`src/design/tsm_pkg.sv`:
```
// ----------------------------------------------------------------------------
// tsm_pkg: shared types and constants of the track slot manager
// Field widths, command codes, controller states and the command and status
// groups that pass between the controller and the datapath.
// ----------------------------------------------------------------------------
package tsm_pkg;

  localparam int CMD_W      = 2;
  localparam int SLOT_W     = 4;
  localparam int SENSOR_W   = 2;
  localparam int PRIO_W     = 16;
  localparam int ID_W       = 5;
  localparam int LIFE_W     = 16;
  localparam int LOST_W     = 8;
  localparam int COAST_W    = 8;
  localparam int CONFIRM_W  = 16;

  localparam int CFG_INDEX_W = 2;
  localparam int CFG_DATA_W  = 16;

  // id space is searched a chunk of eight ids per cycle
  localparam int ID_SPACE  = 32;
  localparam int ID_CHUNK  = 8;
  localparam int ID_CHUNKS = ID_SPACE / ID_CHUNK;
  localparam int CHUNK_W   = $clog2(ID_CHUNKS);
  localparam int POS_W     = $clog2(ID_CHUNK);

  localparam logic [LIFE_W-1:0] LIFE_WRAP = LIFE_W'(65534);
  localparam logic [LOST_W-1:0] LOST_WRAP = LOST_W'(254);

  localparam logic [COAST_W-1:0]   COAST_RESET   = COAST_W'(3);
  localparam logic [CONFIRM_W-1:0] CONFIRM_RESET = CONFIRM_W'(3);

  typedef enum logic [CFG_INDEX_W-1:0] {
    CFG_COAST_LIMIT      = 2'd0,
    CFG_CONFIRM_LIFETIME = 2'd1,
    CFG_SPARE_2          = 2'd2,
    CFG_SPARE_3          = 2'd3
  } cfg_index_t;

  typedef enum logic [CMD_W-1:0] {
    CMD_CREATE    = 2'd0,
    CMD_MARK_SEEN = 2'd1,
    CMD_MAINTAIN  = 2'd2,
    CMD_NOP       = 2'd3
  } command_t;

  typedef enum logic [3:0] {
    ST_IDLE,
    ST_SCAN,
    ST_SCAN_LAST,
    ST_DECIDE,
    ST_ID_SEARCH,
    ST_CREATE_WR,
    ST_READ,
    ST_UPDATE,
    ST_FINISH
  } state_t;

  typedef struct packed {
    logic load;
    logic scan_rd;
    logic id_step;
    logic create_wr;
    logic slot_rd;
    logic slot_upd;
    logic out_load;
  } ctl_cmd_t;

  typedef struct packed {
    logic scan_last;
    logic take;
    logic id_hit;
    logic id_last;
    logic out_free;
  } dp_status_t;

  // ids that may be handed out: 1 up to top-1
  function automatic logic [ID_SPACE-1:0] usable_ids(input int top);
    logic [ID_SPACE-1:0] m;
    for (int i = 0; i < ID_SPACE; i++) begin
      m[i] = (i >= 1) && (i < top);
    end
    return m;
  endfunction

endpackage

```
`src/design/tsm_if.sv`:
```
// ----------------------------------------------------------------------------
// tsm_if: channel interfaces of the track slot manager
// Request, response and configuration write channels, valid/ready each.
// ----------------------------------------------------------------------------
interface tsm_in_if;
  logic                          valid;
  logic                          ready;
  logic [tsm_pkg::CMD_W-1:0]     command;
  logic [tsm_pkg::SLOT_W-1:0]    slot;
  logic [tsm_pkg::SENSOR_W-1:0]  sensor;
  logic [tsm_pkg::PRIO_W-1:0]    new_priority;

  modport source (output valid, command, slot, sensor, new_priority, input ready);
  modport sink   (input valid, command, slot, sensor, new_priority, output ready);
endinterface

interface tsm_out_if;
  logic                         valid;
  logic                         ready;
  logic [tsm_pkg::SLOT_W-1:0]   slot_used;
  logic [tsm_pkg::ID_W-1:0]     track_id;
  logic                         created;
  logic                         dropped;
  logic                         confirmed;
  logic [tsm_pkg::LOST_W-1:0]   lost_cycles;

  modport source (output valid, slot_used, track_id, created, dropped, confirmed,
                  lost_cycles, input ready);
  modport sink   (input valid, slot_used, track_id, created, dropped, confirmed,
                  lost_cycles, output ready);
endinterface

interface tsm_cfg_if;
  logic                              valid;
  logic                              ready;
  logic [tsm_pkg::CFG_INDEX_W-1:0]   index;
  logic [tsm_pkg::CFG_DATA_W-1:0]    data;

  modport source (output valid, index, data, input ready);
  modport sink   (input valid, index, data, output ready);
endinterface

```
`src/design/track_slot_manager_core.sv`:
```
// ----------------------------------------------------------------------------
// track_slot_manager_core: table of tracked-object slots with coasting
// Top level: joins the sequencer and the datapath to the channel interfaces.
// ----------------------------------------------------------------------------
// One request is handled at a time. Create scans the slot memory through its
// single read port, one slot per cycle, then searches the id space eight ids
// per cycle; a refused create instead reports the addressed slot. Mark_seen
// and maintain are a read-modify-write of one slot; no-op reads and reports
// one slot without writing it. A finished result sits in an output register,
// so the next request is accepted while it waits. Reset frees all slots at
// once through per-slot valid bits; no clearing pass.
module track_slot_manager_core #(
  parameter int SLOT_COUNT   = 16,
  parameter int SENSOR_COUNT = 4,
  parameter int ID_LIMIT     = 32
) (
  input  logic       clk,
  input  logic       rst,
  tsm_in_if.sink     req,
  tsm_out_if.source  rsp,
  tsm_cfg_if.sink    cfg
);
  import tsm_pkg::*;

  ctl_cmd_t   cmd;
  dp_status_t status;
  logic       in_ready;

  assign req.ready = in_ready;

  tsm_ctrl u_ctrl (
    .clk        (clk),
    .rst        (rst),
    .in_valid   (req.valid),
    .in_ready   (in_ready),
    .in_command (command_t'(req.command)),
    .status     (status),
    .cmd        (cmd)
  );

  tsm_datapath #(
    .SLOT_COUNT   (SLOT_COUNT),
    .SENSOR_COUNT (SENSOR_COUNT),
    .ID_LIMIT     (ID_LIMIT)
  ) u_datapath (
    .clk         (clk),
    .rst         (rst),
    .cmd         (cmd),
    .status      (status),
    .in_command  (req.command),
    .in_slot     (req.slot),
    .in_sensor   (req.sensor),
    .in_priority (req.new_priority),
    .rsp         (rsp),
    .cfg         (cfg)
  );

endmodule

```
`src/design/tsm_ctrl.sv`:
```
// ----------------------------------------------------------------------------
// tsm_ctrl: sequencer of the track slot manager
// Walks one request through scan, id search, read-modify-write and response.
// ----------------------------------------------------------------------------
module tsm_ctrl (
  input  logic                clk,
  input  logic                rst,
  input  logic                in_valid,
  output logic                in_ready,
  input  tsm_pkg::command_t   in_command,
  input  tsm_pkg::dp_status_t status,
  output tsm_pkg::ctl_cmd_t   cmd
);
  import tsm_pkg::*;

  state_t state, state_next;

  always_ff @(posedge clk) begin
    if (rst) begin
      state <= ST_IDLE;
    end else begin
      state <= state_next;
    end
  end

  always_comb begin
    state_next = state;
    case (state)
      ST_IDLE: begin
        if (in_valid) begin
          state_next = (in_command == CMD_CREATE) ? ST_SCAN : ST_READ;
        end
      end
      ST_SCAN: begin
        if (status.scan_last) begin
          state_next = ST_SCAN_LAST;
        end
      end
      ST_SCAN_LAST: state_next = ST_DECIDE;
      ST_DECIDE: begin
        // refused create falls back to reporting the addressed slot
        state_next = status.take ? ST_ID_SEARCH : ST_READ;
      end
      ST_ID_SEARCH: begin
        if (status.id_hit || status.id_last) begin
          state_next = ST_CREATE_WR;
        end
      end
      ST_CREATE_WR: state_next = ST_FINISH;
      ST_READ:      state_next = ST_UPDATE;
      ST_UPDATE:    state_next = ST_FINISH;
      ST_FINISH: begin
        if (status.out_free) begin
          state_next = ST_IDLE;
        end
      end
      default: state_next = ST_IDLE;
    endcase
  end

  always_comb begin
    cmd      = '0;
    in_ready = 1'b0;
    case (state)
      ST_IDLE: begin
        in_ready = 1'b1;
        cmd.load = in_valid;
      end
      ST_SCAN:      cmd.scan_rd   = 1'b1;
      ST_ID_SEARCH: cmd.id_step   = 1'b1;
      ST_CREATE_WR: cmd.create_wr = 1'b1;
      ST_READ:      cmd.slot_rd   = 1'b1;
      ST_UPDATE:    cmd.slot_upd  = 1'b1;
      ST_FINISH:    cmd.out_load  = status.out_free;
      default: begin
        cmd      = '0;
        in_ready = 1'b0;
      end
    endcase
  end

endmodule

```
`src/design/tsm_datapath.sv`:
```
// ----------------------------------------------------------------------------
// tsm_datapath: slot table, search logic and result register
// Holds the slot memory, configuration, scan and id-search registers, and
// the response register that drives the output channel.
// ----------------------------------------------------------------------------
module tsm_datapath #(
  parameter int SLOT_COUNT   = 16,
  parameter int SENSOR_COUNT = 4,
  parameter int ID_LIMIT     = 32
) (
  input  logic                              clk,
  input  logic                              rst,
  input  tsm_pkg::ctl_cmd_t                 cmd,
  output tsm_pkg::dp_status_t               status,
  input  logic [tsm_pkg::CMD_W-1:0]         in_command,
  input  logic [tsm_pkg::SLOT_W-1:0]        in_slot,
  input  logic [tsm_pkg::SENSOR_W-1:0]      in_sensor,
  input  logic [tsm_pkg::PRIO_W-1:0]        in_priority,
  tsm_out_if.source                         rsp,
  tsm_cfg_if.sink                           cfg
);
  import tsm_pkg::*;

  localparam int IDX_W  = $clog2(SLOT_COUNT);
  localparam int ID_TOP = (ID_LIMIT < ID_SPACE) ? ID_LIMIT : ID_SPACE;
  localparam logic [IDX_W-1:0]    LAST_SLOT = IDX_W'(SLOT_COUNT - 1);
  localparam logic [CHUNK_W-1:0]  LAST_CHUNK = CHUNK_W'(ID_CHUNKS - 1);
  localparam logic [ID_SPACE-1:0] ID_USABLE = usable_ids(ID_TOP);

  typedef struct packed {
    logic [ID_W-1:0]         track_id;
    logic [PRIO_W-1:0]       priority_v;
    logic [LIFE_W-1:0]       lifetime;
    logic [LOST_W-1:0]       lost;
    logic [SENSOR_COUNT-1:0] seen;
  } entry_t;

  // configuration
  logic [COAST_W-1:0]   coast_limit;
  logic [CONFIRM_W-1:0] confirm_lifetime;

  assign cfg.ready = 1'b1;

  always_ff @(posedge clk) begin
    if (rst) begin
      coast_limit      <= COAST_RESET;
      confirm_lifetime <= CONFIRM_RESET;
    end else if (cfg.valid) begin
      case (cfg_index_t'(cfg.index))
        CFG_COAST_LIMIT:      coast_limit      <= cfg.data[COAST_W-1:0];
        CFG_CONFIRM_LIFETIME: confirm_lifetime <= cfg.data[CONFIRM_W-1:0];
        default: ;
      endcase
    end
  end

  // latched request
  command_t            cmd_q;
  logic [SLOT_W-1:0]   slot_q;
  logic [SENSOR_W-1:0] sensor_q;
  logic [PRIO_W-1:0]   prio_q;

  always_ff @(posedge clk) begin
    if (cmd.load) begin
      cmd_q    <= command_t'(in_command);
      slot_q   <= in_slot;
      sensor_q <= in_sensor;
      prio_q   <= in_priority;
    end
  end

  logic [IDX_W-1:0] slot_ix;
  logic             slot_in_range;
  assign slot_ix       = IDX_W'(slot_q);
  assign slot_in_range = 32'(slot_q) < SLOT_COUNT;

  // slot memory; entries that were never written since reset read as zero
  entry_t           mem [SLOT_COUNT];
  logic             vld [SLOT_COUNT];
  entry_t           rd_q;
  logic             rd_vld_q;
  entry_t           rd_ent;
  logic             rd_en;
  logic [IDX_W-1:0] raddr;
  logic             wr_en;
  logic [IDX_W-1:0] waddr;
  entry_t           wdata;
  logic [IDX_W-1:0] scan_cnt;

  assign rd_en  = cmd.scan_rd || cmd.slot_rd;
  assign raddr  = cmd.scan_rd ? scan_cnt : slot_ix;
  assign rd_ent = rd_vld_q ? rd_q : '0;

  always_ff @(posedge clk) begin
    if (rd_en) begin
      rd_q     <= mem[raddr];
      rd_vld_q <= vld[raddr];
    end
    if (wr_en) begin
      mem[waddr] <= wdata;
    end
  end

  always_ff @(posedge clk) begin
    if (rst) begin
      for (int i = 0; i < SLOT_COUNT; i++) begin
        vld[i] <= 1'b0;
      end
    end else if (wr_en) begin
      vld[waddr] <= 1'b1;
    end
  end

  // create scan: first free slot, else first slot of lowest priority
  logic                scan_v;
  logic [IDX_W-1:0]    scan_idx;
  logic                have_free;
  logic [PRIO_W:0]     worst;
  logic [ID_W-1:0]     worst_id;
  logic [IDX_W-1:0]    pick;
  logic [ID_SPACE-1:0] id_map;

  always_ff @(posedge clk) begin
    if (rst) begin
      scan_v <= 1'b0;
    end else begin
      scan_v <= cmd.scan_rd;
    end
  end

  always_ff @(posedge clk) begin
    scan_idx <= scan_cnt;
    if (cmd.load) begin
      scan_cnt  <= '0;
      have_free <= 1'b0;
      worst     <= {1'b1, {PRIO_W{1'b0}}};
      worst_id  <= '0;
      pick      <= '0;
      id_map    <= '0;
    end else begin
      if (cmd.scan_rd) begin
        scan_cnt <= scan_cnt + 1'b1;
      end
      if (scan_v) begin
        if (!have_free) begin
          if (rd_ent.track_id == '0) begin
            have_free <= 1'b1;
            pick      <= scan_idx;
          end else if ({1'b0, rd_ent.priority_v} < worst) begin
            worst    <= {1'b0, rd_ent.priority_v};
            worst_id <= rd_ent.track_id;
            pick     <= scan_idx;
          end
        end
        if (rd_ent.track_id != '0) begin
          id_map[rd_ent.track_id] <= 1'b1;
        end
      end
    end
  end

  // id search; a replaced slot's id is freed before the search
  logic [ID_SPACE-1:0] drop_mask;
  logic [ID_SPACE-1:0] avail;
  logic [CHUNK_W-1:0]  chunk;
  logic [ID_CHUNK-1:0] chunk_bits;
  logic [POS_W-1:0]    chunk_pos;
  logic [ID_W-1:0]     new_id;

  assign drop_mask  = have_free ? '0 : (ID_SPACE'(1) << worst_id);
  assign avail      = ~(id_map & ~drop_mask) & ID_USABLE;
  assign chunk_bits = avail[chunk*ID_CHUNK +: ID_CHUNK];

  always_comb begin
    chunk_pos = '0;
    for (int j = ID_CHUNK - 1; j >= 0; j--) begin
      if (chunk_bits[j]) begin
        chunk_pos = POS_W'(j);
      end
    end
  end

  always_ff @(posedge clk) begin
    if (cmd.load) begin
      chunk  <= '0;
      new_id <= '0;
    end else if (cmd.id_step) begin
      chunk <= chunk + 1'b1;
      if (|chunk_bits) begin
        new_id <= {chunk, chunk_pos};
      end
    end
  end

  // slot update for mark_seen, maintain and plain report
  entry_t                  upd;
  logic                    upd_wr;
  logic                    upd_drop;
  logic [LIFE_W-1:0]       life_n;
  logic [LOST_W-1:0]       lost_n;
  logic [SENSOR_COUNT-1:0] sens_bit;
  logic                    sens_in_range;

  assign life_n        = (rd_ent.lifetime == LIFE_WRAP) ? '0 : rd_ent.lifetime + 1'b1;
  assign lost_n        = (rd_ent.lost == LOST_WRAP) ? '0 : rd_ent.lost + 1'b1;
  assign sens_bit      = SENSOR_COUNT'(1) << sensor_q;
  assign sens_in_range = 32'(sensor_q) < SENSOR_COUNT;

  always_comb begin
    upd      = rd_ent;
    upd_wr   = 1'b0;
    upd_drop = 1'b0;
    case (cmd_q)
      CMD_MARK_SEEN: begin
        upd_wr = 1'b1;
        if (sens_in_range) begin
          upd.seen = rd_ent.seen | sens_bit;
        end
      end
      CMD_MAINTAIN: begin
        upd_wr        = 1'b1;
        upd.lifetime  = life_n;
        // the first maintain after creation does not count as lost
        if (life_n > LIFE_W'(1)) begin
          if (rd_ent.seen == '0) begin
            upd.lost = lost_n;
          end else begin
            upd.lost = '0;
          end
        end
        upd.seen = '0;
        if ((life_n > LIFE_W'(1)) && (rd_ent.seen == '0) && (lost_n > coast_limit)) begin
          upd_drop = rd_ent.track_id != '0;
          upd      = '0;
        end
      end
      default: begin
        upd_wr = 1'b0;
      end
    endcase
    if (!slot_in_range) begin
      upd      = '0;
      upd_wr   = 1'b0;
      upd_drop = 1'b0;
    end
  end

  entry_t new_ent;
  always_comb begin
    new_ent            = '0;
    new_ent.track_id   = new_id;
    new_ent.priority_v = prio_q;
  end

  assign wr_en = cmd.create_wr || (cmd.slot_upd && upd_wr);
  assign waddr = cmd.create_wr ? pick : slot_ix;
  assign wdata = cmd.create_wr ? new_ent : upd;

  // result staging
  entry_t            res_ent;
  logic [SLOT_W-1:0] rep_slot;
  logic              created_q;
  logic              dropped_q;

  always_ff @(posedge clk) begin
    if (cmd.create_wr) begin
      res_ent   <= new_ent;
      rep_slot  <= SLOT_W'(pick);
      created_q <= 1'b1;
      dropped_q <= 1'b0;
    end else if (cmd.slot_upd) begin
      res_ent   <= upd;
      rep_slot  <= slot_q;
      created_q <= 1'b0;
      dropped_q <= upd_drop;
    end
  end

  // response register
  logic rsp_valid;

  always_ff @(posedge clk) begin
    if (rst) begin
      rsp_valid <= 1'b0;
    end else if (cmd.out_load) begin
      rsp_valid <= 1'b1;
    end else if (rsp.ready) begin
      rsp_valid <= 1'b0;
    end
  end

  always_ff @(posedge clk) begin
    if (cmd.out_load) begin
      rsp.slot_used   <= rep_slot;
      rsp.track_id    <= res_ent.track_id;
      rsp.created     <= created_q;
      rsp.dropped     <= dropped_q;
      rsp.confirmed   <= (res_ent.track_id != '0) && (res_ent.lifetime >= confirm_lifetime);
      rsp.lost_cycles <= res_ent.lost;
    end
  end

  assign rsp.valid = rsp_valid;

  assign status.scan_last = scan_cnt == LAST_SLOT;
  assign status.take      = have_free || ({1'b0, prio_q} > worst);
  assign status.id_hit    = |chunk_bits;
  assign status.id_last   = chunk == LAST_CHUNK;
  assign status.out_free  = !rsp_valid || rsp.ready;

endmodule
```
`src/flat_wrapper.sv`:
```
// flat-port wrapper written by rule: the top's interface ports become plain ports
module track_slot_manager_core_flat import tsm_pkg::*;
#(
  parameter int SLOT_COUNT   = 16,
  parameter int SENSOR_COUNT = 4,
  parameter int ID_LIMIT     = 32
)
  (clk, rst, req_valid, req_command, req_slot, req_sensor, req_new_priority, req_ready, rsp_valid, rsp_slot_used, rsp_track_id, rsp_created, rsp_dropped, rsp_confirmed, rsp_lost_cycles, rsp_ready, cfg_valid, cfg_index, cfg_data, cfg_ready);
  tsm_in_if req_i ();
  tsm_out_if rsp_i ();
  tsm_cfg_if cfg_i ();
  input  logic clk;
  input  logic rst;
  input wire logic [$bits(req_i.valid)-1:0] req_valid;
  input wire logic [$bits(req_i.command)-1:0] req_command;
  input wire logic [$bits(req_i.slot)-1:0] req_slot;
  input wire logic [$bits(req_i.sensor)-1:0] req_sensor;
  input wire logic [$bits(req_i.new_priority)-1:0] req_new_priority;
  output wire logic [$bits(req_i.ready)-1:0] req_ready;
  output wire logic [$bits(rsp_i.valid)-1:0] rsp_valid;
  output wire logic [$bits(rsp_i.slot_used)-1:0] rsp_slot_used;
  output wire logic [$bits(rsp_i.track_id)-1:0] rsp_track_id;
  output wire logic [$bits(rsp_i.created)-1:0] rsp_created;
  output wire logic [$bits(rsp_i.dropped)-1:0] rsp_dropped;
  output wire logic [$bits(rsp_i.confirmed)-1:0] rsp_confirmed;
  output wire logic [$bits(rsp_i.lost_cycles)-1:0] rsp_lost_cycles;
  input wire logic [$bits(rsp_i.ready)-1:0] rsp_ready;
  input wire logic [$bits(cfg_i.valid)-1:0] cfg_valid;
  input wire logic [$bits(cfg_i.index)-1:0] cfg_index;
  input wire logic [$bits(cfg_i.data)-1:0] cfg_data;
  output wire logic [$bits(cfg_i.ready)-1:0] cfg_ready;
  assign req_i.valid = req_valid;
  assign req_i.command = req_command;
  assign req_i.slot = req_slot;
  assign req_i.sensor = req_sensor;
  assign req_i.new_priority = req_new_priority;
  assign req_ready = req_i.ready;
  assign rsp_valid = rsp_i.valid;
  assign rsp_slot_used = rsp_i.slot_used;
  assign rsp_track_id = rsp_i.track_id;
  assign rsp_created = rsp_i.created;
  assign rsp_dropped = rsp_i.dropped;
  assign rsp_confirmed = rsp_i.confirmed;
  assign rsp_lost_cycles = rsp_i.lost_cycles;
  assign rsp_i.ready = rsp_ready;
  assign cfg_i.valid = cfg_valid;
  assign cfg_i.index = cfg_index;
  assign cfg_i.data = cfg_data;
  assign cfg_ready = cfg_i.ready;
  track_slot_manager_core #(.SLOT_COUNT(SLOT_COUNT), .SENSOR_COUNT(SENSOR_COUNT), .ID_LIMIT(ID_LIMIT)) u_core (.clk(clk), .rst(rst), .req(req_i), .rsp(rsp_i), .cfg(cfg_i));
endmodule
```
`config.mk`:
```
export PLATFORM = sky130hd
export DESIGN_NAME = track_slot_manager_core_flat
export DESIGN_NICKNAME = d
export VERILOG_FILES = /design/src/design/tsm_pkg.sv /design/src/design/tsm_if.sv /design/src/design/track_slot_manager_core.sv /design/src/design/tsm_ctrl.sv /design/src/design/tsm_datapath.sv /design/src/flat_wrapper.sv
export SDC_FILE = /design/constraint.sdc
export NUM_CORES = 1
export LEC_CHECK = 0
export BUFFER_PORTS_ARGS = -buffer_cell sky130_fd_sc_hd__buf_2
export CAP_MARGIN = 20
export CORE_MARGIN = 2
export CORE_UTILIZATION = 45
export CTS_CLUSTER_DIAMETER = 40
export CTS_CLUSTER_SIZE = 28
export DETAILED_ROUTE_END_ITERATION = 6
export SLEW_MARGIN = 0
export SYNTH_ARGS = -nofsm -noshare
export SYNTH_HDL_FRONTEND = slang
export SYNTH_SLANG_ARGS = --single-unit
```
`constraint.sdc`:
```
create_clock -name clk -period 10.9 [get_ports clk]
set_input_delay 1.635 -clock clk [delete_from_list [all_inputs] [get_ports clk]]
set_output_delay 1.635 -clock clk [all_outputs]
set_load 0.01 [all_outputs]
```
Word level (Yosys, flattened, before mapping). Memory sizes are Yosys's and may differ from the RTL's. A register that Yosys moved wholly into a read port is not among the register bits. Cells that the tools add are included.

Register bits after elaboration: 187. Bits in latches: 0. Bits in writable memories: 800. ROM bits: 0. Input port bits: 47. Output and inout port bits: 23. Memories kept: 2.

$add $sub $neg: 4. Multiply operators: 0. Divide/modulo/power cells: 0. $lt $le $gt $ge: 7. Equal/unequal tests: 19. Shifts and indexed selects: 3. Muxes and demuxes: 59. Bitwise gates (word level): 7. Reductions and logical operators: 32.

Memories: u_core.u_datapath.mem (depth 16, width 49, read ports 1, clocked after memory_dff 1, write ports 1, line tsm_datapath.sv:78) `entry_t mem [SLOT_COUNT];`; u_core.u_datapath.vld (depth 16, width 1, read ports 1, clocked after memory_dff 1, write ports 16, line tsm_datapath.sv:79) `logic vld [SLOT_COUNT];`.

Operators with widths (count): two-way mux 49 bit (5); NOT 32 bit (2); two-way mux 45 bit (1); two-way mux 4 bit (11); AND 32 bit (1); two-way mux 32 bit (1); OR 32 bit (1); one-hot mux 4 bit (8 select lines) (1); variable part select 32 x 6 -> 8 bit (1); left shift 1 x 5 -> 32 bit (first input constant) (1); two-way mux 3 bit (9); two-way mux 1 bit (24); two-way mux 8 bit (3); greater-than comparator 16 x 17 -> 1 bit (1); < comparator 16 x 17 -> 1 bit (1); adder 16 x 1 -> 16 bit (second input constant) (1); == test 16 bit (second input constant) (1); == test 4 x 3 -> 1 bit (second input constant) (4); >= comparator 16 bit (1); greater-than comparator 16 x 1 -> 1 bit (second input constant) (1); two-way mux 16 bit (1); nonzero test 5 bit (2); adder 8 x 1 -> 8 bit (second input constant) (1); == test 4 x 2 -> 1 bit (second input constant) (2); other kinds (31) (54).

Longest topological paths before layout. Gate-level depths: netlist (run 1).

Word-level depth: 14. Mapped depth: 20.

Cells and area by module. Synthesis (run 1) repeated with hierarchy kept, for this count alone.

Cell total of the unflattened synthesis: 2602. Area total of the unflattened synthesis: 41929.0 sq um.

By module, submodules not included: tsm_datapath (instances 1, cells an instance 2560, area each 41602.4 sq um, seq. area each 29458.3 sq um); tsm_ctrl (instances 1, cells an instance 42, area each 326.6 sq um, seq. area each 80.1 sq um).

Least setup slack after synthesis (run 1). OpenSTA, ideal clock, no wires.

Path type: reg-to-reg. Start: register u_core.u_datapath.rd_vld_q (read register of u_core.u_datapath.vld). End: memory u_core.u_datapath.mem[0][39] in the netlist's numbering (data pin). Setup time: 0.330 ns. Arrival: 4.358 ns. Setup slack: 6.211 ns. Stages on the path, launching flop included: 19. Clock period less this slack: 4.689 ns. Path through: edfxtp_1 > buf_2 > buf_2 > buf_2 > buf_1 > buf_1 > clkbuf_1 > and2_1 > ha_1 > clkbuf_2 > nand4_1 > o31a_1 > o21ai_0 > a21boi_2 > nand3_1 > o21a_1 > a21o_1 > buf_2 > o21ai_0.

RTL lines: from (decl) (line tsm_datapath.sv:81) `logic rd_vld_q;`; to (decl) (line tsm_datapath.sv:78).

Final worst setup path (run 1).
Start: register u_core.u_ctrl.state[0]. End: register, netlist name u_core.u_datapath.rd_q[20].

Longest elaborated chain between the ends: 3. Elaborated cells on any way between the ends: 6. Those cells by class: eq/ne (2); mux (3); reduce/logical (1).

RTL lines: from (decl) (line tsm_ctrl.sv:16) `state_t state, state_next;`; from (signal assigned) (line tsm_ctrl.sv:22) `state <= state_next;`; == test 4 x 1 -> 1 bit / == test 4 x 3 -> 1 bit (equally long branches) (line tsm_ctrl.sv:64) `case (state)`; two-way mux 1 bit (line tsm_ctrl.sv:64); two-way mux 4 bit / logical OR 1 bit (equally long branches) (line tsm_datapath.sv:91, tsm_datapath.sv:90).

Several ways; a longest one is shown, not always the timed one. A chain may end at the register's enable or synchronous reset.

==> results of run 1 <==
per-layer routing:
layer | vias up | share of wire (%) | global-route usage (%)
met4 | 0 | 2.2 | 6.126
li1 | 10346 | - | -
met5 | - | 0 | 0
met1 | 12120 | 42 | 28.92
met3 | 157 | 6.9 | 3.152
met2 | 907 | 49 | 35.89
metrics by stage:
| step | power (uW) | hold WS (ns) | setup WS (ns) |
|---|---|---|---|
| after floorplan | 7066 | 0.3786 | 6.211 |
| after global placement | 7855 | 0.4089 | 5.451 |
| after detailed placement | 7927 | 0.4160 | 5.354 |
| after CTS | 11930 | 0.4312 | 5.314 |
| after global routing | 12380 | 0.4354 | 4.910 |
| final | 11850 | 0.4270 | 5.418 |
where the power goes:
part	leakage [uW]	internal, uW	total, uW	switching, uW
Clock	0.00195	2280	4010	1730
Sequential	0.00929	4880	5100	222
Combinational	0.00475	1060	2740	1670
cells by family (layout without fill, tap and decap cells):
family                   after synthesis  count (layout)
XOR/XNOR                              18              18
multiplexers                         248             248
other                                  1               1
AND/OR/NAND/NOR                      635             635
adder cells (fa/ha/maj)               63              63
buffers and inverters                219             453
flip-flops                          1032            1032
AO/OA/AOI/OAI                        372             372
final timing paths:
check	depth (start not counted)	slack, ns	startpoint	to
worst max-delay path	9	5.42	u_core.u_ctrl.state[0]$_SDFFE_PP0P_	u_core.u_datapath.rd_q[20]$_DFFE_PP_
worst min-delay path	0	0.43	u_core.u_datapath.rep_slot[3]$_DFFE_PP_	u_core.u_datapath.rsp.slot_used[3]$_DFFE_PP_
worst min register to register	0	0.43	u_core.u_datapath.rep_slot[3]$_DFFE_PP_	u_core.u_datapath.rsp.slot_used[3]$_DFFE_PP_
worst max register to register	9	5.42	u_core.u_ctrl.state[0]$_SDFFE_PP0P_	u_core.u_datapath.rd_q[20]$_DFFE_PP_
layout make-up:
type / count / area, um2 / share of cell area (%)
clock buffer: 139 / 3136 / 6.552
clock inverter: 92 / 953.4 / 1.992
inverter: 89 / 334.1 / 0.6981
multi-input combinational: 1337 / 11490 / 24.00
sequential: 1032 / 29540 / 61.72
tap: 1243 / 1555 / 3.250
timing repair buffer: 133 / 854.6 / 1.786
critical path: stages, from the launching register on:
cell and delay, ns:
dfxtp_1 0.53, inv_2 0.12, nor4_4 0.95, mux2i_4 0.72
buf_12 0.72, buf_4 0.88, mux4_2 0.60, and2_1 0.17
a211oi_1 0.25, a31oi_1 0.08
placed cells by master, fill, tap and decap left out, drive strengths merged, types with 5 or more instances in the layout:
master / Yosys / routed
clkinvlp: 0 / 16
a211oi: 52 / 52
a22oi: 15 / 15
xor2: 9 / 9
o221ai: 7 / 7
nand3: 36 / 36
clkinv: 1 / 39
nand4: 22 / 22
inv: 88 / 120
a31oi: 55 / 55
and2: 57 / 57
bufinv: 0 / 6
nor3: 20 / 20
nand2: 254 / 254
nor4: 10 / 10
buf: 68 / 131
mux4: 207 / 207
o31ai: 7 / 7
a21oi: 107 / 107
xnor2: 9 / 9
o21a: 6 / 6
clkbuf: 62 / 141
mux2: 7 / 7
mux2i: 34 / 34
o21ai: 68 / 68
dfxtp: 145 / 145
ha: 63 / 63
a21o: 15 / 15
edfxtp: 887 / 887
and3: 6 / 6
o22ai: 6 / 6
nor2b: 10 / 10
nand3b: 5 / 5
nand2b: 17 / 17
nor2: 181 / 181
sequential cells by signal, indices dropped and copies added (netlist names), 8 cells and up:
| name | flops |
|---|---|
| u_core.u_datapath.res_ent | 29 |
| u_core.u_datapath.coast_limit | 8 |
| u_core.u_datapath.vld | 16 |
| u_core.u_datapath.worst | 17 |
| u_core.u_datapath.prio_q | 16 |
| u_core.u_datapath.id_map | 31 |
| u_core.u_datapath.rsp.lost_cycles | 8 |
| u_core.u_datapath.confirm_lifetime | 16 |
| u_core.u_datapath.rd_q | 49 |
| u_core.u_datapath.mem | 784 |
==> results_dict.tcl, run 1 <==
set metrics [dict create \
    drtPass1Iterations 6 \
    clock_sinks 1032 \
    insertion_delay_ns 0.69 \
    fillers 7342 \
    drv_cap 0 \
    cp_max_fo 103 \
    async_reset_ff_share_pct 0 \
    fmax_mhz 182.4 \
    num_rows 111 \
    via_per_inst 5.788 \
    dieArea_mm2 0.09528 \
    fin_crit_sh_pct 50.30 \
    antenna_found_initial 0 \
    synth-seq-cells 1032 \
    netlist.top_cell.by_area "edfxtp_1" \
    drtIter0Drc 2381 \
    layoutNonFillerInstCount 4065 \
    crit_type "reg2reg" \
    synth_adder_area_share_pct 1.887 \
    netlist_instances 2588 \
    ant_nets 0 \
    tns_ns 0 \
    antenna_cells 0 \
    start_kind "register" \
    vias 23530 \
    outcome "finished, final reports clean" \
    wl_per_cell_um 24.68 \
    synth_top_area_share_pct 63.76 \
    coreArea_mm2 0.09180 \
    placed_area_mm2 0.04370 \
    final.setup_skew_ns 0.02688 \
    p_per_area_mw_per_mm2 247.6 \
    synth_compound_area_share_pct 5.589 \
    synth_commonest_cells "edfxtp_1 (887), nand2_1 (253), mux4_2 (207)" \
    cts_max_path_buffers 3 \
    overflow 0 \
    dp.cells 3826 \
    max_slew.worst_pin.slew_ns 1.175 \
    fin_nets 2824 \
    boundaryPins 70 \
    tritoncts "done" \
    synth_nets 2698 \
    synth_cell_types 79 \
    port_buffers 68 \
    hold_viol_final 0 \
    die_y_um 308.7 \
    relSlewSlack_pct 21.03 \
    grt_pass1_vias 24056 \
    area_growth_syn_to_layout_pct 14.57 \
    die_w_um 308.7 \
    start_util_pct 45.50 \
    synth-edff-count 887 \
    p_leak_uw 0.01600 \
    ys_seq_area_share_pct 70.71 \
    gp_congestion 0.8669 \
    synthTopCellsByArea "edfxtp_1 (64%), mux4_2 (11%), dfxtp_1 (6.9%), nand2_1 (2.3%), ha_1 (1.9%)" \
    synthSimpleGateAreaFrac_pct 7.000 \
    hpwlAfterDp_um 54560 \
    cts_buffers 121 \
    htreeDepth 3 \
    yosysWarnings 0 \
    netlist_area_mm2 0.04177 \
    peakVddDrop_mv 0.1711 \
    drive_gt1_share_pct 21.16 \
    clk_pin_slew_ns 0.06 \
    synthXorXnorAreaFrac_pct 0.3774 \
    final-setup-viol-count 0 \
    slew_violations 0 \
    critPathArrivalTime_ns 5.85 \
    fin_crit_ns 5.482 \
    end_kind "register" \
    cts-root-buf "clkbuf_16" \
    drc 0 \
    avgSynthCellArea_um2 16.14 \
    synth_top_family_by_area "multiplexers" \
    grt_pass1_wl_um 151200 \
    cp.required_ns 11.26 \
    design_area_mm2 0.04786 \
    grt_max_degree 136 \
    cts-resized-gates 0 \
    rsz0062_at_grt "no" \
    grtUsageTotal_pct 21.31 \
    ctsHoldBuffers 0 \
    post_cts_buffers 0 \
    synthMuxAreaShare_pct 12.17 \
    synth_most_common_cell "edfxtp_1" \
    drt-total-wl_um 100300 \
    utilization_pct 52.13 \
    min_path_type "reg2reg" \
    synth-main-ff-cell "edfxtp_1" \
]
(Power assumes the default switching activity.)
==> inputs of run 2 (changes only) <==
==> constraint.sdc (replaced) <==
create_clock -name clk -period 4.7 [get_ports clk]
set_input_delay 0.705 -clock clk [delete_from_list [all_inputs] [get_ports clk]]
set_output_delay 0.705 -clock clk [all_outputs]
set_load 0.01 [all_outputs]
==> run 2 against run 1 <==
- critical endpoint is now u_core.u_datapath.mem[12][14]$_DFFE_PP_
- global-route usage increased by 1.1 points
- first-iteration DRC count decreased by 1.1%
- critical path type unchanged
- combinational power up 150%
- non-clock buffer count increased by 60
==> results_dict.tcl, run 2 (synthesis gave the netlist of run 1 again) <==
set metrics [dict create \
    outcome "finished, final reports clean" \
    final.setup_skew_ns 0.02365 \
    cts-root-buf "clkbuf_16" \
    reg_top3 "u_core.u_datapath.mem: 784 flops, u_core.u_datapath.rd_q: 49 flops, u_core.u_datapath.id_map: 31 flops" \
    drv_cap 0 \
    cts_buffers 135 \
    max_slew.worst_pin.slew_ns 1.099 \
    grt_max_degree 101 \
    worst_slack_ns 0.4392 \
    start_util_pct 45.50 \
    fin_nets 2898 \
    tritoncts "done" \
    overflow 0 \
    hpwlAfterDp_um 61020 \
    hold_start "req_slot[2]" \
    pre_cts_ws_ns 0.2651 \
    antenna_cells 0 \
    final-setup-viol-count 0 \
    largest_reg_flops 784 \
    layoutNonFillerInstCount 4141 \
    p_per_area_mw_per_mm2 588.1 \
    slew_violations 0 \
    ant_nets 0 \
    cp.required_ns 5.03 \
    peakVddDrop_mv 0.3988 \
    reg2reg_from "u_core.u_datapath.rd_vld_q$_DFFE_PP_" \
    fin_crit_sh_pct 90.66 \
    end_kind "register" \
    min_path_type "in2reg" \
    timing.critical_path.from "u_core.u_datapath.rd_vld_q$_DFFE_PP_" \
    die_w_um 308.7 \
    die_y_um 308.7 \
    utilization_pct 53.65 \
    num_rows 111 \
    relSlewSlack_pct 25.18 \
    wl_per_cell_um 25.38 \
    grt_pass1_wl_um 157100 \
    cts_max_path_buffers 3 \
    cp_max_fo 16 \
    drtPass1Iterations 5 \
    area_growth_syn_to_layout_pct 17.91 \
    ctsHoldBuffers 0 \
    gp_congestion 0.8790 \
    vias 23886 \
    fmax_mhz 234.7 \
    port_buffers 68 \
    tns_ns 0 \
    grt_pass1_vias 24354 \
    clock_sinks 1032 \
    antenna_found_initial 1 \
    drive_gt1_share_pct 23.36 \
    post_cts_buffers 0 \
    grtUsageTotal_pct 22.37 \
    critPathArrivalTime_ns 4.59 \
    mostFrequentLayoutCells "edfxtp_1 (887), nand2_1 (253), mux4_2 (207), nor2_1 (163), dfxtp_1 (145)" \
    drc 0 \
    crit_type "reg2reg" \
    hold_viol_final 0 \
    final_common_cell "edfxtp_1" \
    dieArea_mm2 0.09528 \
    power_uw 28960 \
    via_per_inst 5.768 \
    coreArea_mm2 0.09180 \
    boundaryPins 70 \
    htreeDepth 4 \
    start_kind "register" \
    fin_crit_ns 4.261 \
    top_register "u_core.u_datapath.mem" \
    cts-resized-gates 0 \
    clk_pin_slew_ns 0.06 \
    dp.cells 3890 \
    rsz0062_at_grt "no" \
    drt-total-wl_um 105100 \
    insertion_delay_ns 0.72 \
    p_leak_uw 0.01670 \
    drtIter0Drc 2355 \
]
[run 2: cell count changes in the layout (fill, tap and decap cells not counted), sizes merged]
cell / before / now
buf: 131 / 191
clkbuf: 141 / 159
bufinv: 6 / 9
clkinvlp: 16 / 14
clkinv: 39 / 38
inv: 120 / 118
[run 2: worst max-delay path: stages, from the launching register on]
cell	delay (ns)
edfxtp_1	0.52
nand2_1	0.21
inv_1	0.07
ha_1	0.24
and3_1	0.16
o21ai_0	0.22
inv_1	0.11
ha_1	0.32
nand4_1	0.12
nor2_1	0.06
a211o_1	0.28
a21boi_1	0.50
o22ai_2	0.24
buf_4	0.21
a41oi_1	0.24
nand2_1	0.36
[run 2: through the flow]
stage                     cell area (um2)  hold WS (ns)
after global placement              44540        0.4187
after global routing                49250        0.1255
after detailed placement            44540        0.4146
after CTS                           49210        0.1126
final                               49250        0.1591
after floorplan                     41770        0.3786
[run 2: final timing paths]
path                                                  end  slack, ns  cells after the start
max               u_core.u_datapath.mem[12][14]$_DFFE_PP_       0.44                     15
min                u_core.u_datapath.slot_ix[2]$_DFFE_PP_       0.16                      1
max reg2reg       u_core.u_datapath.mem[12][14]$_DFFE_PP_       0.44                     15
min reg2reg  u_core.u_datapath.rsp.slot_used[1]$_DFFE_PP_       0.43                      0
[run 2: layout make-up]
type,instances,area (um2)
clock inverters,90,1011
flip-flops and latches,1032,29540
inverters,89,334.1
multi-input cells,1337,11510
fillers,7285,42550
clock buffers,157,3661
well taps,1243,1555
repair buffers,193,1645
[run 2: per-layer routing]
layer | share of wire, % | track usage [%] | vias to the layer above
met3 | 6.3 | 3.837 | 152
met4 | 1.9 | 6.410 | 0
met5 | 0 | 0 | -
li1 | - | - | 10475
met2 | 49 | 37.17 | 870
met1 | 43 | 30.45 | 12389
[run 2: where the power goes]
group          total (uW)  internal [uW]  switching [uW]
combinational        6720           2690            4030
clock               10400           6250            4160
sequential          11800          11300             518
total               29000          20300            8710
